File: config.mk
export PLATFORM = sky130hd
export DESIGN_NAME = trfs_bfly
export DESIGN_NICKNAME = d
export VERILOG_FILES = /design/src/hw/rtl/trfs_pkg.sv /design/src/hw/rtl/trfs_bfly.sv
export SDC_FILE = /design/constraint.sdc
export NUM_CORES = 1
export LEC_CHECK = 0
export ABC_CLOCK_PERIOD_IN_PS = 7000
export BUFFER_PORTS_ARGS = -buffer_cell sky130_fd_sc_hd__buf_2
export CAP_MARGIN = 20
export CORE_AREA = 2 2 97 99
export DETAILED_ROUTE_END_ITERATION = 10
export DIE_AREA = 0 0 99 101
export PLACE_DENSITY = 0.62
export SLEW_MARGIN = 20
export SYNTH_ARGS = -nofsm -noshare
export SYNTH_HDL_FRONTEND = slang
export SYNTH_SLANG_ARGS = --single-unit
File: constraint.sdc
create_clock -name vclk -period 7
set_input_delay 1.4 -clock vclk [all_inputs]
set_output_delay 1.4 -clock vclk [all_outputs]
set_load 0.01 [all_outputs]
File: src/hw/rtl/trfs_pkg.sv
package trfs_pkg;

  // Fixed field widths of the block's ports.
  localparam int POINT_W  = 11;
  localparam int SAMPLE_W = 16;
  localparam int BIN_W    = 9;

  // Default largest transform length and the reset value of point_count.
  localparam int                 MAX_POINTS_DEF = 1024;
  localparam logic [POINT_W-1:0] POINT_RESET    = 11'd1024;

  // Decision the sequencer makes for the item on the input side.
  typedef struct packed {
    logic             store;      // bin goes into the half store
    logic             emit;       // item yields a result
    logic             self_pair;  // bin 0 pairs with itself
    logic             last;       // result is bin 1, the end of the frame
    logic [BIN_W-1:0] bin;        // output bin index
  } seq_ctrl_t;

endpackage

File: src/hw/rtl/trfs_bfly.sv
module trfs_bfly import trfs_pkg::*; (
  input  logic signed [SAMPLE_W-1:0] a_re,
  input  logic signed [SAMPLE_W-1:0] a_im,
  input  logic signed [SAMPLE_W-1:0] b_re,
  input  logic signed [SAMPLE_W-1:0] b_im,
  output logic signed [SAMPLE_W-1:0] first_re,
  output logic signed [SAMPLE_W-1:0] first_im,
  output logic signed [SAMPLE_W-1:0] second_re,
  output logic signed [SAMPLE_W-1:0] second_im
);

  logic signed [SAMPLE_W:0] sum_re;
  logic signed [SAMPLE_W:0] dif_im;
  logic signed [SAMPLE_W:0] dif_re;
  logic signed [SAMPLE_W:0] sum_im;

  // Full-width sums, then dropping the low bit is a floor halving.
  assign sum_re = (SAMPLE_W+1)'(a_re) + (SAMPLE_W+1)'(b_re);
  assign dif_im = (SAMPLE_W+1)'(a_im) - (SAMPLE_W+1)'(b_im);
  assign dif_re = (SAMPLE_W+1)'(a_re) - (SAMPLE_W+1)'(b_re);
  assign sum_im = (SAMPLE_W+1)'(a_im) + (SAMPLE_W+1)'(b_im);

  assign first_re  = sum_re[SAMPLE_W:1];
  assign first_im  = dif_im[SAMPLE_W:1];
  assign second_re = dif_re[SAMPLE_W:1];
  assign second_im = sum_im[SAMPLE_W:1];

endmodule
==> flow_summary.yaml <==
run_status:
  status: "finished clean"
routing:
  routed.top_layer: "met4"
  post-route-drc-count: 0
  first_pass_iters: 4
  met1_length_um: 4430
  vias_per_cell: 5.35
  num_vias: 3711
  first_iter_violations: 205
  avgRoutedWirePerCell_um: 13.4
  dr_wl_met2_um: 4250
  wirelength_um: 9330
  wl_met3_um: 646
  ant_nets: 0
cts:
  ctsHoldBuffers: 0
  post_cts_buffers: 0
  cts_resized: 0
timing:
  fin_tns_setup_ps: 0
  worst_pin_slew_ps: 616
  final_hold_viol_count: 0
  max_slew_margin_pct: 57.9
  report.final.slew_viol_count: 0
  rsz0062_at_grt: "false"
  finalSetupViolCount: 0
  timing.fmax_ghz: 0.199
  period_needed_ps: 5030
  fin_crit_sh_pct: 71.9
yosys:
  synth_top_area_cell: "ha_1"
  synth_nets: 605
  synth_commonest_cells: "ha_1 (60), inv_1 (58), xnor2_1 (44), a21oi_1 (40), nor2_1 (31)"
  yosysMostFrequentCell: "ha_1"
  avgSynthCellArea_um2: 6.98
  synth_area_leaders: "ha_1 (23%), xnor2_1 (12%), inv_1 (6.5%)"
  ys_seq_area_share_pct: 0
  netlist_area_um2: 3330
  synth.yosys.warnings: 0
  synth_cell_type_count: 66
  synth_top_area_share_pct: 22.5
  syn_inst: 477
worst_setup_path:
  endpoint_kind: "primary output"
  startpoint_type: "primary input"
  cp_max_fo: 4
  crit_type: "in2out"
  worstPathArrival_ps: 3630
  worstPathRequired_ps: 5600
layout:
  syn_to_final_growth_pct: 20.4
  fin_area_um2: 4010
  regArea_um2: 0
  nFillCells: 960
  clock_buffer_count: 0
  antenna_cells: 0
  drive_above_1_share_pct: 24.5
  fin_nets: 713
  nFlopsAndLatches: 0
power_and_ir_drop:
  finalPower_mw: 0.445
  max-vdd-ir-drop_v: 0.0000398
  p_per_area_nw_per_um2: 111
  p_leak_nw: 2.01
placed_design:
  dp_hpwl_um: 7960
  portBuffers: 128
  place_area_um2: 4010
  place.gp.congestion: 0.922
global_routing:
  antenna_found_initial: 0
  grt_max_degree: 15
  grt_pass1_vias: 3415
  grt_pass1_wl_um: 15600
  grt-ovfl-total: 0
  grt_usage_pct: 17.9
die:
  die_y_um: 101
  die_area_um2: 10000
  die_x_um: 99
  core-area_um2: 8980
  start_util_pct: 37.1
  ios: 128
  placementRows: 35
job:
  max-cap-violations: 0
worst_hold_path:
  hold_class: "in2out"
[layout by cell type, fill, tap and decap left out, types with 7 or more instances in the layout]
cell type  instances
nand2_1           17
a211oi_1          11
a31oi_1            7
nor2b_1           20
o21ai_1           10
nor3_1            22
nand2b_1           7
ha_1              60
o21ai_0           17
nor2_1            31
inv_1             58
a21o_1             9
xnor2_1           44
a21oi_1           40
buf_2            128
[power breakdown]
group,switching (mW),internal [mW],total (mW)
sequential,0,0,0
clock,0,0,0
combinational,0.253,0.192,0.445
[final timing paths]
check	from	to	slack, ps	cells past startpoint
max	a_re[1]	second_re[13]	1970	10
min	a_re[1]	first_re[0]	3220	3
[area by class of cell]
class                           count  area [um^2]  share of cell area, %
Tap cell                          111          139                   3.46
Multi-Input combinational cell    396         3010                   75.0
Inverter                           59          221                   5.52
Timing Repair Buffer              128          641                   16.0
[cell families (layout without fill, tap and decap cells)]
| group | after synthesis | count (layout) | share of synthesized area (%) |
|---|---|---|---|
| buffers and inverters | 81 | 187 | 9.62 |
| muxes | 2 | 2 | 0.601 |
| and+or+nand+nor | 133 | 133 | 21.3 |
| adders and majority gates | 64 | 64 | 24.9 |
| xor gates and xnor gates | 49 | 49 | 12.9 |
| AOI/OAI and AO/OA | 148 | 148 | 30.7 |
[stage by stage]
stage	util, %	std cells	setup slack [ps]	hold slack [ps]
floorplan	-	477	2480	2990
CTS	44.7	694	1990	3230
detailed placement	44.7	694	1980	3210
finish	44.7	694	1970	3220
global placement	44.7	694	2060	3220
global route	44.7	694	1830	3250
[per-layer routing]
layer  vias up  global-route usage [%]
met5         -                       0
met4         0                   0.105
met3         2                    2.08
met2       105                    30.1
met1      1704                    26.0
li1       1900                       -
[worst max-delay path: stages]
cell and delay, ps:
buf_2 130, inv_1 70, fa_1 480, nor2b_4 140
o31a_1 170, o21ai_2 80, a211oi_1 440, o22ai_1 230
a221oi_2 310, buf_2 180
No activity file was read; power rests on OpenSTA's default activity.
