## src/hw/rtl/trfs_pkg.sv

```systemverilog
package trfs_pkg;

  // Fixed field widths of the block's ports.
  localparam int POINT_W  = 11;
  localparam int SAMPLE_W = 16;
  localparam int BIN_W    = 9;

  // Default largest transform length and the reset value of point_count.
  localparam int                 MAX_POINTS_DEF = 1024;
  localparam logic [POINT_W-1:0] POINT_RESET    = 11'd1024;

  // Decision the sequencer makes for the item on the input side.
  typedef struct packed {
    logic             store;      // bin goes into the half store
    logic             emit;       // item yields a result
    logic             self_pair;  // bin 0 pairs with itself
    logic             last;       // result is bin 1, the end of the frame
    logic [BIN_W-1:0] bin;        // output bin index
  } seq_ctrl_t;

endpackage

```

## src/hw/rtl/trfs_seq.sv

```systemverilog
module trfs_seq import trfs_pkg::*; #(
  parameter int MAX_POINTS = MAX_POINTS_DEF,
  parameter int AW         = $clog2(MAX_POINTS / 2)
) (
  input  logic               clk,
  input  logic               rst,
  input  logic               cfg_we,
  input  logic [POINT_W-1:0] cfg_data,
  input  logic               accept,
  output seq_ctrl_t          ctrl,
  output logic [AW-1:0]      wr_addr,
  output logic [AW-1:0]      rd_addr
);

  logic [POINT_W-1:0] point_count;
  logic [POINT_W-1:0] sample_counter;
  logic [POINT_W-1:0] sample_counter_next;
  logic [POINT_W-1:0] half;
  logic [POINT_W-1:0] k;
  logic [POINT_W-1:0] k_inc;
  logic [POINT_W-1:0] mirror;
  logic               active;

  // Odd lengths and lengths out of range swallow every item.
  assign active = !point_count[0] && (point_count >= POINT_W'(4))
                  && (32'(point_count) <= MAX_POINTS);
  assign half   = point_count >> 1;
  assign k      = (sample_counter >= point_count) ? '0 : sample_counter;
  assign k_inc  = k + POINT_W'(1);
  assign mirror = point_count - k;

  always_comb begin
    ctrl.store     = active && (k < half);
    ctrl.self_pair = (k == '0);
    ctrl.emit      = active && ((k == '0) || (k > half));
    ctrl.last      = (k > half) && (mirror == POINT_W'(1));
    ctrl.bin       = (k > half) ? mirror[BIN_W-1:0] : '0;
  end

  assign wr_addr = AW'(k);
  assign rd_addr = AW'(mirror);

  always_comb begin
    sample_counter_next = sample_counter;
    if (cfg_we) begin
      sample_counter_next = '0;
    end else if (accept && active) begin
      sample_counter_next = (k_inc >= point_count) ? '0 : k_inc;
    end
  end

  always_ff @(posedge clk) begin
    if (rst) begin
      point_count    <= POINT_RESET;
      sample_counter <= '0;
    end else begin
      if (cfg_we) begin
        point_count <= cfg_data;
      end
      sample_counter <= sample_counter_next;
    end
  end

endmodule

```

## config.mk

```make
export PLATFORM = sky130hd
export DESIGN_NAME = trfs_seq
export DESIGN_NICKNAME = d
export VERILOG_FILES = /design/src/hw/rtl/trfs_pkg.sv /design/src/hw/rtl/trfs_seq.sv
export SDC_FILE = /design/constraint.sdc
export NUM_CORES = 1
export LEC_CHECK = 0
export ABC_AREA = 1
export ABC_CLOCK_PERIOD_IN_PS = 4500
export BUFFER_PORTS_ARGS = -buffer_cell sky130_fd_sc_hd__buf_2
export CORE_ASPECT_RATIO = 0.6
export CORE_UTILIZATION = 35
export CTS_CLUSTER_SIZE = 12
export DETAILED_ROUTE_END_ITERATION = 6
export HOLD_SLACK_MARGIN = 0.1
export SYNTH_ARGS = -nofsm -noshare
export SYNTH_HDL_FRONTEND = slang
export SYNTH_SLANG_ARGS = --single-unit
```

## constraint.sdc

```tcl
create_clock -name clk -period 4.5 [get_ports clk]
set_input_delay 0.225 -clock clk [delete_from_list [all_inputs] [get_ports clk]]
set_output_delay 0.225 -clock clk [all_outputs]
set_load 0.02 [all_outputs]
```

==> impl_metrics.yaml, run 1 <==
yosys:
  syn-mean-instance-area_um2: 6.54
  ys_warn_count: 0
  synth_edf_count: 0
  synth.distinct_cells: 36
  yosysTopAreaCell: "ha_1"
  synth_seq_cells: 22
  synthesis.nets: 459
  async_flop_share_pct: 0
  synthMostInstantiatedCell: "nand2_1"
  netlist.area_leader.share_pct: 21.1
  synth-seq-area-share_pct: 16.9
  ys.flop_type: "dfxtp_1"
  netlist_instances: 399
  synthTopCellsByArea: "ha_1 21%, dfxtp_1 17%, nand2_1 13%, inv_1 8.6%, a21oi_1 6.7%"
  synthTopCellsByCount: "93 x nand2_1, 60 x inv_1, 44 x ha_1"
  synth_area_um2: 2610
route:
  via_per_inst: 5.00
  vias: 2722
  wirelength_um: 7950
  drtIter0Drc: 278
  firstDrtPassIters: 5
  ant_nets: 0
  post_drt_wl_per_cell_um: 14.6
  drc: 0
grt:
  grt_overflow: 0
  grt_pass1_vias: 2400
  grt_pass1_wl_um: 12900
  track_usage_pct: 22.0
  grt_max_degree: 22
  antenna_found_initial: 0
sta:
  rsz0062_at_grt: "no"
  maxSlewViolCount: 0
  final-hold-violation-count: 0
  slew_headroom_pct: 56.1
  fin_crit_sh_pct: 92.0
  setup_viol: 0
  whs_ns: 0.237
  worst_slew_pin_slew_ns: 0.658
  fmax_mhz: 241
  fin_tns_setup_ns: 0
  fin_skew_ns: 0.00265
  period_needed_ns: 4.14
worst_setup_path:
  cp-start-kind: "register"
  cp_max_fo: 12
  end_kind: "primary output"
  required_ns: 4.28
  r2r_start: "point_count[10]$_SDFFE_PP1P_"
  reg2reg_slack_ns: 0.36
  path_class: "register to primary output"
  crit_arrival_ns: 3.92
  timing.rr.end: "sample_counter[7]$_SDFFE_PP0P_"
  ff2ff_path_depth: 21
worst_hold_path:
  hold_path_class: "input port to register"
  holdPathEnd: "point_count[10]$_SDFFE_PP1P_"
  min_path_cells: 3
  min_from: "rst"
clock_tree:
  clkSinkCount: 22
  cts_max_level: 1
  clk_pin_slew_worst_paths_ns: 0.06
  clk-insertion-delay-late_ns: 0.26
  cts_buffer_depth: 2
  cts-root-buf: "clkbuf_16"
  tritoncts: "done"
  cts_buffers: 3
  hold_buffers: 0
power_and_ir_drop:
  p_sw_mw: 0.228
  power.internal_mw: 0.407
  power_density_nw_per_um2: 210
  leakage_nw: 1.67
  p_seq_share_pct: 32.8
  combPwrFrac_pct: 32.6
  swShare_pct: 35.9
  pwr-share-clk_pct: 34.6
  peakVddDrop_mv: 0.126
floorplanning:
  rows: 23
  die_w_um: 114
  start_util_pct: 37.7
  core_area_um2: 6940
  io_pins: 46
  die_h_um: 68.9
  dieArea_um2: 7820
placement:
  dp_cells: 540
  gp_congestion: 0.863
  port_buffers: 45
  placed_area_um2: 2940
  hpwl_um: 6650
status:
  status: "completed"
final_layout:
  final_core_util_pct: 43.6
  num_antenna_cells: 0
  layout.nets: 505
  fin_area_um2: 3030
  final_cells: 544
  area_growth_pct: 15.9
  drive_above_1_share_pct: 18.9
flow_run:
  drv_cap: 0
-- kinds of logic (layout without fill, tap and decap cells) --
logic type                 count (synthesis)  count (layout)  share of synthesized area (%)
DFF                                       22              22                           16.9
adders and majority gates                 45              45                           21.8
xor gates and xnor gates                   8               8                           2.68
and+or+nand+nor                          185             185                           33.4
AOI/OAI and AO/OA                         66              66                           13.9
buffers and inverters                     73             118                           11.3
-- sequential cells by signal (all words and copies together), names as in the netlist --
signal and count:
sample_counter 11, point_count 11
-- layer usage --
metal  GRT usage (%)  up-vias  share of wire (%)  wire [um]
li1                -     1399                  -          -
met1            35.0     1236                 57       4500
met2            29.7       85                 36       2860
met3            4.72        2                7.2        576
met4            2.47        0               0.30         24
met5               0        -                  0          0
-- worst max-delay path, cell delays in order, from the launching register on --
cell and delay (ns):
dfxtp_1 0.32, inv_1 0.27, ha_1 0.32, nand2_2 0.10, inv_2 0.04, a21oi_2 0.19
nand2_2 0.09, nor2_4 0.11, buf_4 0.24, nand2_4 0.11, ha_1 0.38, nand2_1 0.08
nor2_1 0.24, nand2_1 0.12, nand3_1 0.12, nand2_1 0.06, nand2_1 0.10, nand2_1 0.07
nor2_1 0.10, nand3_1 0.09, nor2_1 0.14, nand4_1 0.09, nor2_1 0.09, buf_2 0.16
-- power by group through the flow --
| stage | sequential, mW | combinational, mW | clock (mW) |
|---|---|---|---|
| finish | 0.208 | 0.207 | 0.220 |
| global placement | 0.212 | 0.202 | 0 |
| floorplan | 0.210 | 0.146 | 0 |
| CTS | 0.208 | 0.205 | 0.223 |
| global route | 0.209 | 0.235 | 0.234 |
| detailed placement | 0.212 | 0.204 | 0 |
-- worst max-delay path by stage --
stage / startpoint / to / slack (ns) / depth (start not counted)
floorplan: point_count[10]$_SDFFE_PP1P_ / sample_counter[8]$_SDFFE_PP0P_ / 0.74 / 24
global placement: point_count[10]$_SDFFE_PP1P_ / sample_counter[6]$_SDFFE_PP0P_ / 0.64 / 20
detailed placement: point_count[10]$_SDFFE_PP1P_ / sample_counter[7]$_SDFFE_PP0P_ / 0.46 / 21
CTS: point_count[10]$_SDFFE_PP1P_ / ctrl[9] / 0.39 / 17
global route: point_count[10]$_SDFFE_PP1P_ / ctrl[9] / 0.003 / 20
finish: point_count[10]$_SDFFE_PP1P_ / ctrl[9] / 0.36 / 23
-- layout by cell type (no fill, tap or decap), types with 3 or more instances in the layout --
master | synthesis | routed
clkbuf_16 | 0 | 3
buf_2 | 0 | 45
dfxtp_1 | 22 | 22
nand3_2 | 3 | 3
nand3_1 | 19 | 19
nand2_1 | 93 | 93
a21oi_2 | 3 | 3
nor3_1 | 5 | 5
nor2_1 | 29 | 29
nor2_2 | 3 | 3
a21oi_1 | 35 | 35
nand4_1 | 11 | 11
o21ai_1 | 4 | 5
inv_1 | 60 | 60
nand2_2 | 10 | 10
buf_4 | 1 | 3
xor2_1 | 7 | 7
o21bai_1 | 3 | 3
o21ai_0 | 16 | 15
inv_2 | 6 | 6
ha_1 | 44 | 44
-- cell type report --
cell class              count  area [um^2]
fillers                   741         3910
multi-input cells         304         1880
inverters                  66          248
repair buffers             48          248
clock buffers               4         88.8
flip-flops and latches     22          440
well taps                 100          125
-- stage by stage --
stage	power [mW]	setup slack, ns
5_1_grt	0.678	0.00321
4_1_cts	0.635	0.388
2_1_floorplan	0.357	0.743
3_3_place_gp	0.414	0.641
6_report	0.635	0.359
3_5_place_dp	0.416	0.458
-- timing repair --
item | 4_1_cts | 5_1_grt
resized for setup | 0 | 1
endpoints found under the setup margin | 0 | 1
endpoints found under the hold margin | 0 | 0
setup buffers | 0 | 0
Note: power is estimated with default switching activity, not from simulation.
==> inputs of run 2 (changes only) <==
- BUFFER_PORTS_ARGS: -buffer_cell sky130_fd_sc_hd__buf_2 -> unset
- DONT_BUFFER_PORTS: unset -> 1
==> impl_metrics.yaml, run 2 (synthesis gave the netlist of run 1 again) <==
floorplanning:
  start_util_pct: 37.7
  rows: 23
  die_h_um: 68.9
  dieArea_um2: 7820
  io_pins: 46
  die_w_um: 114
  core_area_um2: 6940
sta:
  fin_tns_setup_ns: 0
  setup_viol: 0
  period_needed_ns: 4.28
  fin_crit_sh_pct: 95.1
  final-hold-violation-count: 0
  worst_slew_pin_slew_ns: 0.641
  fin_skew_ns: 0.00470
  whs_ns: 0.128
  maxSlewViolCount: 0
  slew_headroom_pct: 57.2
  fmax_mhz: 234
worst_setup_path:
  cp-start-kind: "register"
  cp_max_fo: 5
  r2r_start: "point_count[10]$_SDFFE_PP1P_"
  end_kind: "primary output"
  critical_path.startpoint: "point_count[10]$_SDFFE_PP1P_"
  critPathSlowestCell: "fa_1"
  crit_top_cell: "nor2_1"
  path_class: "register to primary output"
  cp_slowest_stage_delay_ns: 0.43
  crit_arrival_ns: 4.06
  path_cells: "inv_1 > ha_1 > nand2_2 > nor2_2 > nand3b_1 > nand4_1 > nor2_1 > buf_4 > ha_1 > fa_1 > nand3b_1 > nand2_1 > xor2_2 > nor2_1 > nand2_1 > nor2_1 > nand3_1 > nor2_1 > nand4_1 > nor2_4"
  required_ns: 4.28
flow_run:
  drv_cap: 0
final_layout:
  area_growth_pct: 12.2
  final_cells: 510
  fin_area_um2: 2930
  reg_top3: "point_count: 11 flops, sample_counter: 11 flops"
  layout.nets: 471
  layout_common_cells: "93 x nand2_1, 60 x inv_1, 44 x ha_1"
  num_antenna_cells: 0
  drive_above_1_share_pct: 14.1
  final_common_cell: "nand2_1"
grt:
  grt_max_degree: 22
  grt_pass1_wl_um: 12500
  grt_overflow: 0
  track_usage_pct: 21.7
  antenna_found_initial: 0
  grt_pass1_vias: 2278
power_and_ir_drop:
  power_density_nw_per_um2: 216
  leakage_nw: 1.52
  peakVddDrop_mv: 0.110
placement:
  hpwl_um: 6830
  placed_area_um2: 2780
  gp_congestion: 0.918
  port_buffers: 0
  dp_cells: 504
status:
  status: "completed"
clock_tree:
  cts_buffers: 3
  clk-insertion-delay-late_ns: 0.27
  cts-root-buf: "clkbuf_16"
  cts_max_level: 1
  cts_buffer_depth: 2
  clk_pin_slew_worst_paths_ns: 0.07
  tritoncts: "done"
  clkSinkCount: 22
worst_hold_path:
  hold_path_class: "input port to register"
  min_from: "cfg_we"
route:
  ant_nets: 0
  drc: 0
  drtIter0Drc: 270
  vias: 2661
  firstDrtPassIters: 5
  via_per_inst: 5.22
  wirelength_um: 8270
  post_drt_wl_per_cell_um: 16.2
-- run 2: worst max-delay path, delay by kind of cell, from the launching register on --
| kind | cells | cell delay [ns] |
|---|---|---|
| DFF | 1 | 0.36 |
| buffers and inverters | 2 | 0.34 |
| xor gates and xnor gates | 1 | 0.17 |
| and+or+nand+nor | 14 | 1.91 |
| adders and majority gates | 3 | 1.03 |
-- run 2: layout make-up --
class | count | area, um^2
clock buffer | 4 | 88.8
fill | 714 | 4010
inverter | 66 | 248
multi-input combinational | 304 | 1920
sequential | 22 | 440
tap | 100 | 125
timing repair buffer | 14 | 105
-- run 2: worst paths after layout --
| kind | cells past startpoint | slack, ns | end |
|---|---|---|---|
| max | 20 | 0.22 | ctrl[9] |
| min | 1 | 0.13 | point_count[10]$_SDFFE_PP1P_ |
| max reg2reg | 23 | 0.47 | sample_counter[7]$_SDFFE_PP0P_ |
| min reg2reg | 2 | 0.50 | sample_counter[0]$_SDFFE_PP0P_ |
-- run 2: report_power, final --
group | switching, mW | internal [mW]
registers | 0.00597 | 0.202
logic | 0.142 | 0.0604
clock network | 0.0876 | 0.136
total | 0.235 | 0.399
-- run 2: metrics by stage --
| stage | utilization, % | setup slack (ns) | power, mW |
|---|---|---|---|
| 2_1_floorplan | - | 0.743 | 0.357 |
| 3_3_place_gp | 40.1 | 0.334 | 0.400 |
| 3_5_place_dp | 40.1 | 0.319 | 0.401 |
| 4_1_cts | 41.4 | 0.000203 | 0.624 |
| 5_1_grt | 42.3 | -0.00618 | 0.672 |
| 6_report | 42.3 | 0.219 | 0.634 |
-- run 2: timing repair --
action                     in CTS  in global routing
setup buffers                   0                  2
setup endpoints to repair       0                 15
gates resized for setup         0                 10
hold buffers                    0                  0
-- run 2: routing by layer --
metal  global-route usage, %  routed length [um]  share of wire [%]
met5                       0                   0                  0
met4                    1.81                  13               0.16
met3                    4.90                 749                9.1
met2                    29.2                3080                 37
met1                    34.8                4430                 54
==> inputs of run 3 (changes only) <==
- REMOVE_ABC_BUFFERS: unset -> 1
==> impl_metrics.yaml, run 3 (synthesis gave the netlist of run 1 again) <==
status:
  status: "completed"
clock_tree:
  cts_max_level: 1
  clkSinkCount: 22
  cts-root-buf: "clkbuf_16"
  clk-insertion-delay-late_ns: 0.26
  cts_buffers: 3
  tritoncts: "done"
  clk_pin_slew_worst_paths_ns: 0.06
  cts_buffer_depth: 2
worst_setup_path:
  end_kind: "primary output"
  reg2reg_slack_ns: 0.39
  required_ns: 4.28
  crit_arrival_ns: 4.02
  cp_max_fo: 5
  path_class: "register to primary output"
  cp-start-kind: "register"
route:
  drtIter0Drc: 237
  firstDrtPassIters: 5
  via_per_inst: 5.16
  wirelength_um: 7990
  vias: 2621
  ant_nets: 0
  drc: 0
  post_drt_wl_per_cell_um: 15.7
grt:
  antenna_found_initial: 0
  grt_overflow: 0
  track_usage_pct: 21.0
  grt_pass1_vias: 2294
  grt_pass1_wl_um: 12300
  grt_max_degree: 22
placement:
  placed_area_um2: 2760
  hpwl_um: 6570
  dp_cells: 501
  gp_congestion: 0.903
  port_buffers: 0
floorplanning:
  start_util_pct: 37.7
  die_h_um: 68.9
  core_area_um2: 6940
  rows: 23
  dieArea_um2: 7820
  io_pins: 46
  die_w_um: 114
power_and_ir_drop:
  p_total_mw: 0.606
  p_seq_share_pct: 34.4
  peakVddDrop_mv: 0.143
  p_sw_mw: 0.224
  swShare_pct: 36.9
  power.internal_mw: 0.382
  leakage_nw: 1.50
  pwr-share-clk_pct: 32.2
  combPwrFrac_pct: 33.4
  power_density_nw_per_um2: 209
worst_hold_path:
  hold_path_class: "input port to register"
final_layout:
  area_growth_pct: 11.1
  reg_top3: "point_count: 11 flops, sample_counter: 11 flops"
  multiInputGateArea_um2: 1910
  seq_area_um2: 440
  layout.nets: 470
  final_cells: 508
  final_common_cell: "nand2_1"
  num_antenna_cells: 0
  fin_area_um2: 2900
  layout_common_cells: "93 x nand2_1, 58 x inv_1, 44 x ha_1"
  num-fill-cells: 720
  drive_above_1_share_pct: 13.0
sta:
  period_needed_ns: 4.24
  slew_headroom_pct: 57.7
  fin_tns_setup_ns: 0
  worst_slew_pin_slew_ns: 0.633
  maxSlewViolCount: 0
  fin_skew_ns: 0.00363
  rsz0062_at_grt: "no"
  final-hold-violation-count: 0
  fmax_mhz: 236
  setup_viol: 0
  fin_crit_sh_pct: 94.3
flow_run:
  drv_cap: 0
run 3: cell types whose count changed in the layout (fill, tap and decap cells not counted), sizes merged:
cell,before,now
buf,14,11
dlygate4sd3,0,2
clkbuf,4,3
run 3: worst paths after layout:
path,startpoint,endpoint,cells past startpoint
max reg2reg,point_count[10]$_SDFFE_PP1P_,sample_counter[8]$_SDFFE_PP0P_,23
min reg2reg,sample_counter[0]$_SDFFE_PP0P_,sample_counter[0]$_SDFFE_PP0P_,2
max,point_count[10]$_SDFFE_PP1P_,ctrl[9],20
min,cfg_data[9],point_count[9]$_SDFFE_PP0P_,2
run 3: layer usage:
metal | track usage, % | vias to the layer above | wire [um]
met5 | 0 | - | 0
met4 | 0.658 | 0 | 0
met3 | 4.55 | 0 | 671
met2 | 30.0 | 100 | 2990
met1 | 32.7 | 1198 | 4320
li1 | - | 1323 | -
run 3: power by group through the flow:
stage	Combinational [mW]	Sequential, mW	Clock, mW
floorplan	0.143	0.210	0
global placement	0.186	0.212	0
detailed placement	0.187	0.212	0
CTS	0.190	0.208	0.199
global route	0.225	0.209	0.207
finish	0.203	0.208	0.195
run 3: area by class of cell:
class | count | area share [%]
Clock buffer | 3 | 2.59
Multi-Input combinational cell | 304 | 65.8
Timing Repair Buffer | 13 | 3.54
Tap cell | 100 | 4.31
Inverter | 66 | 8.54
Sequential cell | 22 | 15.2
run 3: stage by stage:
stage	hold WS, ns	setup WS (ns)	util [%]
2_1_floorplan	0.325	0.241	-
3_3_place_gp	0.335	0.337	39.8
3_5_place_dp	0.337	0.304	39.8
4_1_cts	0.161	0.0403	41.1
5_1_grt	0.172	0.0163	41.8
6_report	0.164	0.257	41.8
run 3: timing repair:
action | 4_1_cts | 5_1_grt
endpoints found under the setup margin | 0 | 13
hold buffers | 2 | 0
buffers inserted | 0 | 2
hold endpoints to repair | 1 | 0
resized for setup | 0 | 9
run 3: worst max-delay path: stages, from the launching register on:
cell,delay (ns)
dfxtp_1,0.42
inv_2,0.11
ha_1,0.33
nand2_2,0.07
nor2_1,0.17
nand3b_1,0.14
nand4_1,0.17
nor2_1,0.09
buf_4,0.17
ha_1,0.23
fa_1,0.44
nand3b_1,0.20
nand2_1,0.15
xor2_2,0.15
nor2_1,0.15
nand2_1,0.08
nor2_1,0.10
nand3_1,0.07
nor2_1,0.12
nand4_1,0.16
nor2_4,0.23
